**config.mk**
```make
export PLATFORM = sky130hd
export DESIGN_NAME = mouse_packet_decoder_cursor_flat
export DESIGN_NICKNAME = d
export VERILOG_FILES = /design/src/mpd_pkg.sv /design/src/mpd_byte_if.sv /design/src/mpd_report_if.sv /design/src/mouse_packet_decoder_cursor.sv /design/src/flat_wrapper.sv
export SDC_FILE = /design/constraint.sdc
export NUM_CORES = 1
export LEC_CHECK = 0
export BUFFER_PORTS_ARGS = -buffer_cell sky130_fd_sc_hd__buf_4
export CAP_MARGIN = 0
export CORE_UTILIZATION = 45
export DETAILED_ROUTE_END_ITERATION = 8
export PLACE_DENSITY = 0.71
export SLEW_MARGIN = 20
export SYNTH_ARGS = -nofsm -noshare
export SYNTH_HDL_FRONTEND = slang
export SYNTH_SLANG_ARGS = --single-unit
```
**constraint.sdc**
```tcl
create_clock -name clk -period 5.1 [get_ports clk]
set_clock_uncertainty 0.15 [all_clocks]
set_input_delay 0.255 -clock clk [delete_from_list [all_inputs] [get_ports clk]]
set_output_delay 0.255 -clock clk [all_outputs]
set_load 0.02 [all_outputs]
```
**src/mpd_pkg.sv**
```systemverilog
package mpd_pkg;

    localparam int DATA_W     = 8;
    localparam int BTN_W      = 3;
    localparam int MOVE_X_W   = 9;
    localparam int MOVE_Y_W   = 10;
    localparam int CURSOR_W   = 16;
    localparam int CFG_DATA_W = 16;
    localparam int CFG_IDX_W  = 1;
    localparam int COUNT_W    = 2;

    localparam logic [DATA_W-1:0] SYNC_MASK     = 8'h08;
    localparam logic [DATA_W-1:0] OVERFLOW_MASK = 8'hC0;

    localparam int BTN_LSB  = 0;
    localparam int X_SIGN   = 4;
    localparam int Y_SIGN   = 5;

    localparam logic [CFG_DATA_W-1:0] SCREEN_W_RESET = 16'd1024;
    localparam logic [CFG_DATA_W-1:0] SCREEN_H_RESET = 16'd768;

    typedef enum logic [CFG_IDX_W-1:0] {
        CFG_SCREEN_W = 1'b0,
        CFG_SCREEN_H = 1'b1
    } cfg_reg_t;

    typedef enum logic [COUNT_W-1:0] {
        CNT_FLAG = 2'd0,
        CNT_X    = 2'd1,
        CNT_Y    = 2'd2
    } byte_count_t;

endpackage

```
**src/mpd_byte_if.sv**
```systemverilog
interface mpd_byte_if
    import mpd_pkg::*;
();
    logic              valid;
    logic              ready;
    logic [DATA_W-1:0] data_byte;
    logic              from_aux;

    modport source (output valid, output data_byte, output from_aux, input ready);
    modport sink   (input valid, input data_byte, input from_aux, output ready);
endinterface

```
**src/mpd_report_if.sv**
```systemverilog
interface mpd_report_if
    import mpd_pkg::*;
();
    logic                       valid;
    logic                       ready;
    logic        [BTN_W-1:0]    buttons;
    logic signed [MOVE_X_W-1:0] move_x;
    logic signed [MOVE_Y_W-1:0] move_y;
    logic        [CURSOR_W-1:0] cursor_x;
    logic        [CURSOR_W-1:0] cursor_y;

    modport source (output valid, output buttons, output move_x, output move_y,
                    output cursor_x, output cursor_y, input ready);
    modport sink   (input valid, input buttons, input move_x, input move_y,
                    input cursor_x, input cursor_y, output ready);
endinterface

```
**src/mouse_packet_decoder_cursor.sv**
```systemverilog
// Mouse packet decoder with a clamped cursor. Each beat on bytes carries one
// controller byte and a flag marking it as coming from the mouse port; other
// bytes are dropped without effect. A first byte without the sync bit (bit 3)
// or with an overflow bit set is dropped to regain packet sync. The third byte
// of a packet yields one beat on reports: buttons, sign-extended X move, the
// negated Y move (down positive) and the cursor after it is moved and clamped
// to 0 .. screen size - 1 (0 for a size of zero). The cursor starts at
// (100, 100) and the screen size at 1024 x 768; cfg_index 0 writes the width,
// 1 the height; the user must write these only while no bytes are in flight,
// since the block does not enforce it. A byte is accepted every cycle unless
// a stall holds it: it waits in an input register, is decoded in a single pass
// into the state and the report register, so a report is valid once the beat
// completing its packet has passed both. The report register is the only
// back-pressure point; a full, unread report holds the byte that would complete the next packet.
module mouse_packet_decoder_cursor
    import mpd_pkg::*;
#(
    parameter int COORD_BITS = 16
) (
    input  logic                  clk,
    input  logic                  rst_n,
    input  logic                  cfg_wr_en,
    input  logic [CFG_IDX_W-1:0]  cfg_index,
    input  logic [CFG_DATA_W-1:0] cfg_data,
    mpd_byte_if.sink              bytes,
    mpd_report_if.source          reports
);

    localparam int CW = ((COORD_BITS > CFG_DATA_W) ? COORD_BITS : CFG_DATA_W) + 2;
    localparam logic [CW-1:0] COORD_MASK = {{(CW-COORD_BITS){1'b0}}, {COORD_BITS{1'b1}}};
    localparam logic [COORD_BITS-1:0] POS_RESET = COORD_BITS'(100);

    logic [CFG_DATA_W-1:0] screen_w_reg;
    logic [CFG_DATA_W-1:0] screen_h_reg;

    logic              in_valid_reg;
    logic [DATA_W-1:0] in_data_reg;
    logic              in_aux_reg;

    byte_count_t       count_reg, count_next;
    logic [DATA_W-1:0] flag_reg, flag_next;
    logic [DATA_W-1:0] x_byte_reg, x_byte_next;
    logic [COORD_BITS-1:0] pos_x_reg, pos_x_next;
    logic [COORD_BITS-1:0] pos_y_reg, pos_y_next;

    logic                       out_valid_reg;
    logic        [BTN_W-1:0]    buttons_reg;
    logic signed [MOVE_X_W-1:0] move_x_reg;
    logic signed [MOVE_Y_W-1:0] move_y_reg;
    logic        [CURSOR_W-1:0] cursor_x_reg, cursor_x_next;
    logic        [CURSOR_W-1:0] cursor_y_reg, cursor_y_next;

    logic completes;
    logic out_free;
    logic fire;
    logic signed [MOVE_X_W-1:0] dx;
    logic signed [MOVE_Y_W-1:0] neg_dy;
    logic [CW-1:0] cx_wide;
    logic [CW-1:0] cy_wide;

    function automatic logic [CW-1:0] clamp_axis(
        input logic [COORD_BITS-1:0] pos,
        input logic signed [MOVE_Y_W-1:0] delta,
        input logic [CFG_DATA_W-1:0] size
    );
        logic signed [CW-1:0] p;
        logic [CW-1:0] top;
        logic [CW-1:0] res;
        p   = $signed({{(CW-COORD_BITS){1'b0}}, pos}) + CW'(delta);
        top = (size == '0) ? '0 : CW'(size) - CW'(1);
        if (top > COORD_MASK)
        begin
            top = COORD_MASK;
        end
        if (p < 0)
        begin
            res = '0;
        end
        else if ($unsigned(p) > top)
        begin
            res = top;
        end
        else
        begin
            res = $unsigned(p);
        end
        return res;
    endfunction

    assign completes = in_aux_reg && (count_reg != CNT_FLAG) && (count_reg != CNT_X);
    assign out_free  = !out_valid_reg || reports.ready;
    assign fire      = in_valid_reg && (!completes || out_free);
    assign bytes.ready = !in_valid_reg || fire;

    assign dx     = $signed({flag_reg[X_SIGN], x_byte_reg});
    assign neg_dy = -$signed({flag_reg[Y_SIGN], flag_reg[Y_SIGN], in_data_reg});

    assign cx_wide = clamp_axis(pos_x_reg, MOVE_Y_W'(dx), screen_w_reg);
    assign cy_wide = clamp_axis(pos_y_reg, neg_dy, screen_h_reg);

    always_comb
    begin
        count_next    = count_reg;
        flag_next     = flag_reg;
        x_byte_next   = x_byte_reg;
        pos_x_next    = pos_x_reg;
        pos_y_next    = pos_y_reg;
        cursor_x_next = cx_wide[CURSOR_W-1:0];
        cursor_y_next = cy_wide[CURSOR_W-1:0];
        if (fire && in_aux_reg)
        begin
            unique case (count_reg)
                CNT_FLAG:
                begin
                    if (((in_data_reg & SYNC_MASK) != '0) &&
                        ((in_data_reg & OVERFLOW_MASK) == '0))
                    begin
                        flag_next  = in_data_reg;
                        count_next = CNT_X;
                    end
                end
                CNT_X:
                begin
                    x_byte_next = in_data_reg;
                    count_next  = CNT_Y;
                end
                default:
                begin
                    pos_x_next = cx_wide[COORD_BITS-1:0];
                    pos_y_next = cy_wide[COORD_BITS-1:0];
                    count_next = CNT_FLAG;
                end
            endcase
        end
    end

    always_ff @(posedge clk or negedge rst_n)
    begin
        if (!rst_n)
        begin
            screen_w_reg <= SCREEN_W_RESET;
            screen_h_reg <= SCREEN_H_RESET;
        end
        else if (cfg_wr_en)
        begin
            unique case (cfg_reg_t'(cfg_index))
                CFG_SCREEN_W: screen_w_reg <= cfg_data;
                CFG_SCREEN_H: screen_h_reg <= cfg_data;
                default:      ;
            endcase
        end
    end

    always_ff @(posedge clk or negedge rst_n)
    begin
        if (!rst_n)
        begin
            in_valid_reg  <= 1'b0;
            out_valid_reg <= 1'b0;
            count_reg     <= CNT_FLAG;
            flag_reg      <= '0;
            x_byte_reg    <= '0;
            pos_x_reg     <= POS_RESET;
            pos_y_reg     <= POS_RESET;
        end
        else
        begin
            if (bytes.ready)
            begin
                in_valid_reg <= bytes.valid;
            end
            if (fire && completes)
            begin
                out_valid_reg <= 1'b1;
            end
            else if (reports.ready)
            begin
                out_valid_reg <= 1'b0;
            end
            count_reg  <= count_next;
            flag_reg   <= flag_next;
            x_byte_reg <= x_byte_next;
            pos_x_reg  <= pos_x_next;
            pos_y_reg  <= pos_y_next;
        end
    end

    always_ff @(posedge clk)
    begin
        if (bytes.valid && bytes.ready)
        begin
            in_data_reg <= bytes.data_byte;
            in_aux_reg  <= bytes.from_aux;
        end
        if (fire && completes)
        begin
            buttons_reg  <= flag_reg[BTN_LSB +: BTN_W];
            move_x_reg   <= dx;
            move_y_reg   <= neg_dy;
            cursor_x_reg <= cursor_x_next;
            cursor_y_reg <= cursor_y_next;
        end
    end

    assign reports.valid    = out_valid_reg;
    assign reports.buttons  = buttons_reg;
    assign reports.move_x   = move_x_reg;
    assign reports.move_y   = move_y_reg;
    assign reports.cursor_x = cursor_x_reg;
    assign reports.cursor_y = cursor_y_reg;

    a_count_legal: assert property (@(posedge clk) disable iff (!rst_n)
        count_reg == CNT_FLAG || count_reg == CNT_X || count_reg == CNT_Y)
        else $error("byte count left the packet range");

    a_report_after_packet: assert property (@(posedge clk) disable iff (!rst_n)
        $rose(out_valid_reg) |-> $past(fire && completes))
        else $error("report raised without a completed packet");

    a_packet_loads_report: assert property (@(posedge clk) disable iff (!rst_n)
        fire && completes |=> out_valid_reg && count_reg == CNT_FLAG)
        else $error("completed packet did not load the report");

    a_stall_only_when_held: assert property (@(posedge clk) disable iff (!rst_n)
        !bytes.ready |-> in_valid_reg && completes && out_valid_reg && !reports.ready)
        else $error("byte stalled without a blocked report");

endmodule

```
**src/flat_wrapper.sv**
```systemverilog
// flat-port wrapper written by rule: the top's interface ports become plain ports
module mouse_packet_decoder_cursor_flat import mpd_pkg::*;
#(
    parameter int COORD_BITS = 16
)
  (clk, rst_n, cfg_wr_en, cfg_index, cfg_data, bytes_valid, bytes_data_byte, bytes_from_aux, bytes_ready, reports_valid, reports_buttons, reports_move_x, reports_move_y, reports_cursor_x, reports_cursor_y, reports_ready);
  mpd_byte_if bytes_i ();
  mpd_report_if reports_i ();
  input  logic clk;
  input  logic rst_n;
  input  logic cfg_wr_en;
  input  logic [CFG_IDX_W-1:0] cfg_index;
  input  logic [CFG_DATA_W-1:0] cfg_data;
  input wire logic [$bits(bytes_i.valid)-1:0] bytes_valid;
  input wire logic [$bits(bytes_i.data_byte)-1:0] bytes_data_byte;
  input wire logic [$bits(bytes_i.from_aux)-1:0] bytes_from_aux;
  output wire logic [$bits(bytes_i.ready)-1:0] bytes_ready;
  output wire logic [$bits(reports_i.valid)-1:0] reports_valid;
  output wire logic [$bits(reports_i.buttons)-1:0] reports_buttons;
  output wire logic [$bits(reports_i.move_x)-1:0] reports_move_x;
  output wire logic [$bits(reports_i.move_y)-1:0] reports_move_y;
  output wire logic [$bits(reports_i.cursor_x)-1:0] reports_cursor_x;
  output wire logic [$bits(reports_i.cursor_y)-1:0] reports_cursor_y;
  input wire logic [$bits(reports_i.ready)-1:0] reports_ready;
  assign bytes_i.valid = bytes_valid;
  assign bytes_i.data_byte = bytes_data_byte;
  assign bytes_i.from_aux = bytes_from_aux;
  assign bytes_ready = bytes_i.ready;
  assign reports_valid = reports_i.valid;
  assign reports_buttons = reports_i.buttons;
  assign reports_move_x = reports_i.move_x;
  assign reports_move_y = reports_i.move_y;
  assign reports_cursor_x = reports_i.cursor_x;
  assign reports_cursor_y = reports_i.cursor_y;
  assign reports_i.ready = reports_ready;
  mouse_packet_decoder_cursor #(.COORD_BITS(COORD_BITS)) u_core (.clk(clk), .rst_n(rst_n), .cfg_wr_en(cfg_wr_en), .cfg_index(cfg_index), .cfg_data(cfg_data), .bytes(bytes_i), .reports(reports_i));
endmodule
```
* Yosys cells after proc, flatten, opt, wreduce, memory -nomap -nowiden
Index checks and enable logic that the tools add are counted.
** Operators by class
- Bitwise operators :: 2
- Reduce and logical (&&, ||, !) cells :: 26
- Muxes and demuxes :: 12
- Multiply operators :: 0
- $lt $le $gt $ge :: 6
- Shift operators :: 0
- Add/sub/neg operators :: 5
- Divide/modulo/power cells :: 0
- Equal/unequal tests :: 3
** Operators by type and width (count)
- $mux W18 :: 4
- $mux W16 :: 4
- $gt A18 B16 Y1 const B :: 2
- $gt A18 B18 Y1 :: 2
- $lt A18 B1 Y1 const B :: 2
- $sub A16 B1 Y17 const B :: 2
- $logic_not A16 Y1 :: 2
- $add A17 B10 Y18 :: 1
- $add A17 B9 Y18 :: 1
- $neg A9 Y10 :: 1
- $reduce_and A2 Y1 :: 5
- $logic_not A8 Y1 :: 1
- $logic_and A1 B1 Y1 :: 7
- $ne A2 B1 Y1 const B :: 2
- $pmux W2 S2 :: 1
- $reduce_bool A2 Y1 :: 2
- $logic_not A1 Y1 :: 3
- $logic_or A1 B1 Y1 :: 3
- $reduce_and A3 Y1 :: 1
- $eq A2 B1 Y1 const B :: 1
- $logic_not A2 Y1 :: 1
- $mux W1 :: 2
- $mux W2 :: 1
- $not A1 Y1 :: 2
- $reduce_or A2 Y1 :: 1
** Storage, ports and cells
- Memories kept :: 0
- Bits of input ports :: 31
- Register bits :: 145
- Bits in read-only memories :: 0
- Logic and storage cells :: 70
- Bits in latches :: 0
- Output and inout port bits :: 56
- Memory bits (writable) :: 0

* Depth between registers and ports, before layout
- Word-level depth :: 8
- Mapped depth :: 22
- Gate-level depth less buffers :: 19

* Worst setup path after synthesis
Ideal clock, no wire load.
- Path kind :: flip-flop to flip-flop
- Start point :: register u_core.in_data_reg[5]
- End point :: register u_core.cursor_y_reg[15] (netlist: u_core.reports.cursor_y[15]) (data pin)
- Slack :: 0.431 ns
- Library setup time :: 0.258 ns
- Arrival :: 4.262 ns
- Clock period less this slack :: 4.669 ns
- Cell stages (with the launch flop) :: 22
- Buffers on the path :: 4
- Data required time :: 4.692 ns
- Cell sequence :: edfxtp_1 > nor4_2 > a31o_2 > buf_2 > inv_1 > ha_1 > clkbuf_1 > a21oi_1 > o21ai_1 > a2111o_1 > a31oi_1 > nor3_1 > inv_1 > ha_1 > a22o_1 > nor4_1 > o21ai_0 > o31a_1 > buf_2 > buf_2 > mux2_2 > nor2_1
** On the way
- Cells in the longest elaborated chain, start to end :: 5
- Elaborated cells on any way between the ends :: 6
- Classes of those cells :: add/sub: 2; order compare: 2; mux: 2
** RTL lines
- start: declaration :: RTL line mouse_packet_decoder_cursor.sv:37 : logic [DATA_W-1:0] in_data_reg;
- start signal: assignment :: RTL line mouse_packet_decoder_cursor.sv:192 : in_data_reg <= bytes.data_byte;
- $neg A9 Y10 * :: RTL line mouse_packet_decoder_cursor.sv:96 : assign neg_dy = -$signed({flag_reg[Y_SIGN], flag_reg[Y_SIGN], in_data_reg});
- net u_core.neg_dy[9] :: RTL line mouse_packet_decoder_cursor.sv:57 : logic signed [MOVE_Y_W-1:0] neg_dy;
- $add A17 B10 Y18 * :: RTL line mouse_packet_decoder_cursor.sv:69 : p = $signed({{(CW-COORD_BITS){1'b0}}, pos}) + CW'(delta);
- $gt A18 B18 Y1 :: RTL line mouse_packet_decoder_cursor.sv:79 : else if ($unsigned(p) > top)
- $mux W16 :: RTL line mouse_packet_decoder_cursor.sv:79
- $mux W16 * :: RTL line mouse_packet_decoder_cursor.sv:75 : if (p < 0)
- net u_core.cy_wide[15] :: RTL line mouse_packet_decoder_cursor.sv:59 : logic [CW-1:0] cy_wide;
- end signal: assignment :: RTL line mouse_packet_decoder_cursor.sv:201 : cursor_y_reg <= cursor_y_next;
- end: declaration :: RTL line mouse_packet_decoder_cursor.sv:51 : logic [CURSOR_W-1:0] cursor_y_reg, cursor_y_next;
The timed path passes the listed nets; every way through them passes the cells marked *.
A chain may end at the register's enable or synchronous reset.

* Worst setup path after layout
- Start point :: register u_core.in_data_reg[3]
- End point :: register u_core.pos_y_reg[7]
** On the way
- Cells in the longest elaborated chain, start to end :: 5
- Elaborated cells on any way between the ends :: 6
- Classes of those cells :: add/sub: 2; order compare: 2; mux: 2
** RTL lines
- $neg A9 Y10 * :: RTL line mouse_packet_decoder_cursor.sv:96
- net u_core.neg_dy[6] :: RTL line mouse_packet_decoder_cursor.sv:57
- $add A17 B10 Y18 * :: RTL line mouse_packet_decoder_cursor.sv:69
- $gt A18 B18 Y1 :: RTL line mouse_packet_decoder_cursor.sv:79
- $mux W16 :: RTL line mouse_packet_decoder_cursor.sv:79
- $mux W16 * :: RTL line mouse_packet_decoder_cursor.sv:75
- end signal: assignment :: RTL line mouse_packet_decoder_cursor.sv:184 : pos_y_reg <= pos_y_next;
- end: declaration :: RTL line mouse_packet_decoder_cursor.sv:44 : logic [COORD_BITS-1:0] pos_y_reg, pos_y_next;
Marks and branches as above.

==> results.sh <==
export IMPL_cts_tree="built"
export IMPL_startpoint_type="flip-flop"
export IMPL_slew_viol_final=0
export IMPL_dp_cells=1235
export IMPL_overflow=0
export IMPL_final_period_utilization_pct=95.1
export IMPL_netlist_area_leader_share_pct=20.6
export IMPL_initial_core_util_pct=46.6
export IMPL_die_w_um=145
export IMPL_portBuffers=86
export IMPL_area_growth_pct=22.0
export IMPL_synth_ff_type="dfrtp_1"
export IMPL_chipHeight_um=145
export IMPL_via_per_inst=5.54
export IMPL_fmax_ghz=0.206
export IMPL_status="finished clean"
export IMPL_utilization_pct=56.9
export IMPL_synth_edf_count=63
export IMPL_cp_arrival_ns=5.03
export IMPL_drtPass1Iterations=5
export IMPL_postSynthCellCount=897
export IMPL_setup_violations=0
export IMPL_p_total_mw=7.30
export IMPL_yosysUniqueCellTypes=82
export IMPL_hpwl_mm=16.6
export IMPL_die_area_mm2=0.0210
export IMPL_clk_path_buf_depth=2
export IMPL_async_flop_share_pct=56.3
export IMPL_row_count=51
export IMPL_antenna_found_initial=0
export IMPL_grt_use_total_pct=22.1
export IMPL_grt_pass1_wl_mm=36.7
export IMPL_leakagePower_nw=4.80
export IMPL_drive_gt1_share_pct=25.1
export IMPL_relSlewSlack_pct=40.9
export IMPL_drtIter0Drc=507
export IMPL_clkSlewWorstSetupHoldPaths_ns=0.06
export IMPL_place_gp_congestion=0.935
export IMPL_clockRootBuffer="clkbuf_16"
export IMPL_cts_buffers=17
export IMPL_cp_end_kind="flip-flop"
export IMPL_postSynthAreaPerCell_um2=10.3
export IMPL_powerDensity_mw_per_mm2=651
export IMPL_final_common_cell="buf_4"
export IMPL_drt_total_wl_mm=22.6
export IMPL_synth_area_top_cells="edfxtp_1, dfrtp_1, ha_1"
export IMPL_ys_warn_count=0
export IMPL_final_cell_mix="buf_4, nor2_1, nand2_1, dfrtp_1, ha_1"
export IMPL_worstPathRequired_ns=5.28
export IMPL_yosysSeqAreaShare_pct=42.7
export IMPL_ant_nets=0
export IMPL_worst_ir_drop_vdd_v=0.000291
export IMPL_vias=7241
export IMPL_fin_cells=1308
export IMPL_setup_tns_ns=0
export IMPL_core_area_mm2=0.0197
export IMPL_nets=1136
export IMPL_hold_violations=0
export IMPL_yosysTopAreaCell="edfxtp_1"
export IMPL_clk_latency_ns=0.43
export IMPL_post_route_min_period_ns=4.85
export IMPL_max_slew_worst_pin_slew_ns=0.885
export IMPL_critPathKind="reg -> reg"
export IMPL_grt_pass1_vias=7016
export IMPL_io_pins=87
export IMPL_drc=0
export IMPL_netlist_area_mm2=0.00920
export IMPL_diodes=0
export IMPL_clock_sinks=144
export IMPL_holdCritPathClass="in -> async"
export IMPL_grt_max_degree=50
export IMPL_fill_cells=1678
export IMPL_cts_max_level=4
export IMPL_avgRoutedWirePerCell_um=17.3
export IMPL_maxCapViolations=0
export IMPL_synth_seq_cells=144
export IMPL_cp_max_fo=8
==> synthesized netlist by cell type, types with 12 or more instances <==
| library cell | count |
|---|---|
| a21oi_1 | 46 |
| clkbuf_1 | 21 |
| mux2i_1 | 12 |
| o21ai_0 | 33 |
| dfrtp_1 | 72 |
| mux2_2 | 49 |
| xor2_1 | 22 |
| edfxtp_1 | 63 |
| nand4_1 | 14 |
| inv_1 | 40 |
| nor3_1 | 22 |
| xnor2_1 | 32 |
| nor2_1 | 81 |
| nand3_1 | 19 |
| nand2_1 | 80 |
| o31ai_1 | 15 |
| ha_1 | 73 |
==> where the power goes <==
| part | total [mW] | switching, mW | internal [mW] |
|---|---|---|---|
| sequential | 1.75 | 0.195 | 1.55 |
| clock | 1.29 | 0.518 | 0.776 |
| combinational | 4.26 | 2.46 | 1.80 |
| total | 7.30 | 3.17 | 4.13 |
==> through the flow <==
stage / setup slack (ns) / area, µm² / hold WS [ns]
after floorplan: 0.431 / 9200 / -0.191
after global placement: 0.0754 / 10200 / 0.0949
after detailed placement: 0.0355 / 10200 / 0.0995
after CTS: 0.0505 / 11100 / 0.177
after global routing: -0.00553 / 11200 / 0.201
final: 0.250 / 11200 / 0.178
==> routing by layer <==
layer,up-vias,share of wire (%),wire length [µm],GRT usage (%)
li1,3542,-,-,-
met1,3449,49,11100,31.9
met2,222,44,10100,33.5
met3,28,4.7,1070,3.43
met4,0,1.8,418,7.71
met5,-,0,0,0
==> critical path, cell delays in order (launching register included) <==
cell      delay, ns
edfxtp_1       0.51
nor4_4         0.33
nand2_1        0.13
xor2_2         0.17
ha_1           0.36
a2111o_1       0.43
o21a_1         0.24
and4_1         0.22
nor3_2         0.24
inv_1          0.08
ha_1           0.33
a22o_1         0.21
nor4_1         0.14
o21ai_0        0.13
o31a_1         0.34
buf_4          0.19
mux2_2         0.32
o31ai_2        0.21
==> cell type report <==
type	count	area, µm²	share of cell area [%]
clock buffers	17	425	3.79
clock inverters	15	181	1.62
inverters	42	160	1.43
multi-input cells	679	5010	44.7
flip-flops and latches	144	3930	35.0
well taps	265	332	2.96
repair buffers	146	1180	10.5
==> path summary, 6_finish.rpt <==
kind	from	to	slack (ns)	cells after the start
min	rst_n	u_core.pos_x_reg[13]$_DFFE_PN0P_	0.18	2
max in group asynchronous	rst_n	u_core.x_byte_reg[7]$_DFFE_PN0P_	3.59	3
min reg2reg	u_core.flag_reg[2]$_DFFE_PN0P_	u_core.reports.buttons[2]$_DFFE_PP_	0.30	0
min in group clk	cfg_index	u_core.screen_w_reg[0]$_DFFE_PN0P_	0.18	4
max reg2reg	u_core.in_data_reg[3]$_DFFE_PP_	u_core.pos_y_reg[7]$_DFFE_PN0P_	0.25	17
max	u_core.in_data_reg[3]$_DFFE_PP_	u_core.pos_y_reg[7]$_DFFE_PN0P_	0.25	17
==> kinds of logic after synthesis <==
family,after synthesis,synth area share (%)
xor+xnor,54,5.14
fa+ha+maj,75,10.4
compound gates,186,14.1
buf+inv,75,3.40
simple gates,301,16.9
mux,61,7.31
other cells,1,0.0408
flops,144,42.7
==> repair_timing <==
item	in CTS	in global routing
setup buffers	1	12
endpoints found under the hold margin	72	0
gates resized for setup	2	9
hold buffers	28	0
setup endpoints to repair	4	35
pin swaps	1	3
(Power assumes the default switching activity.)
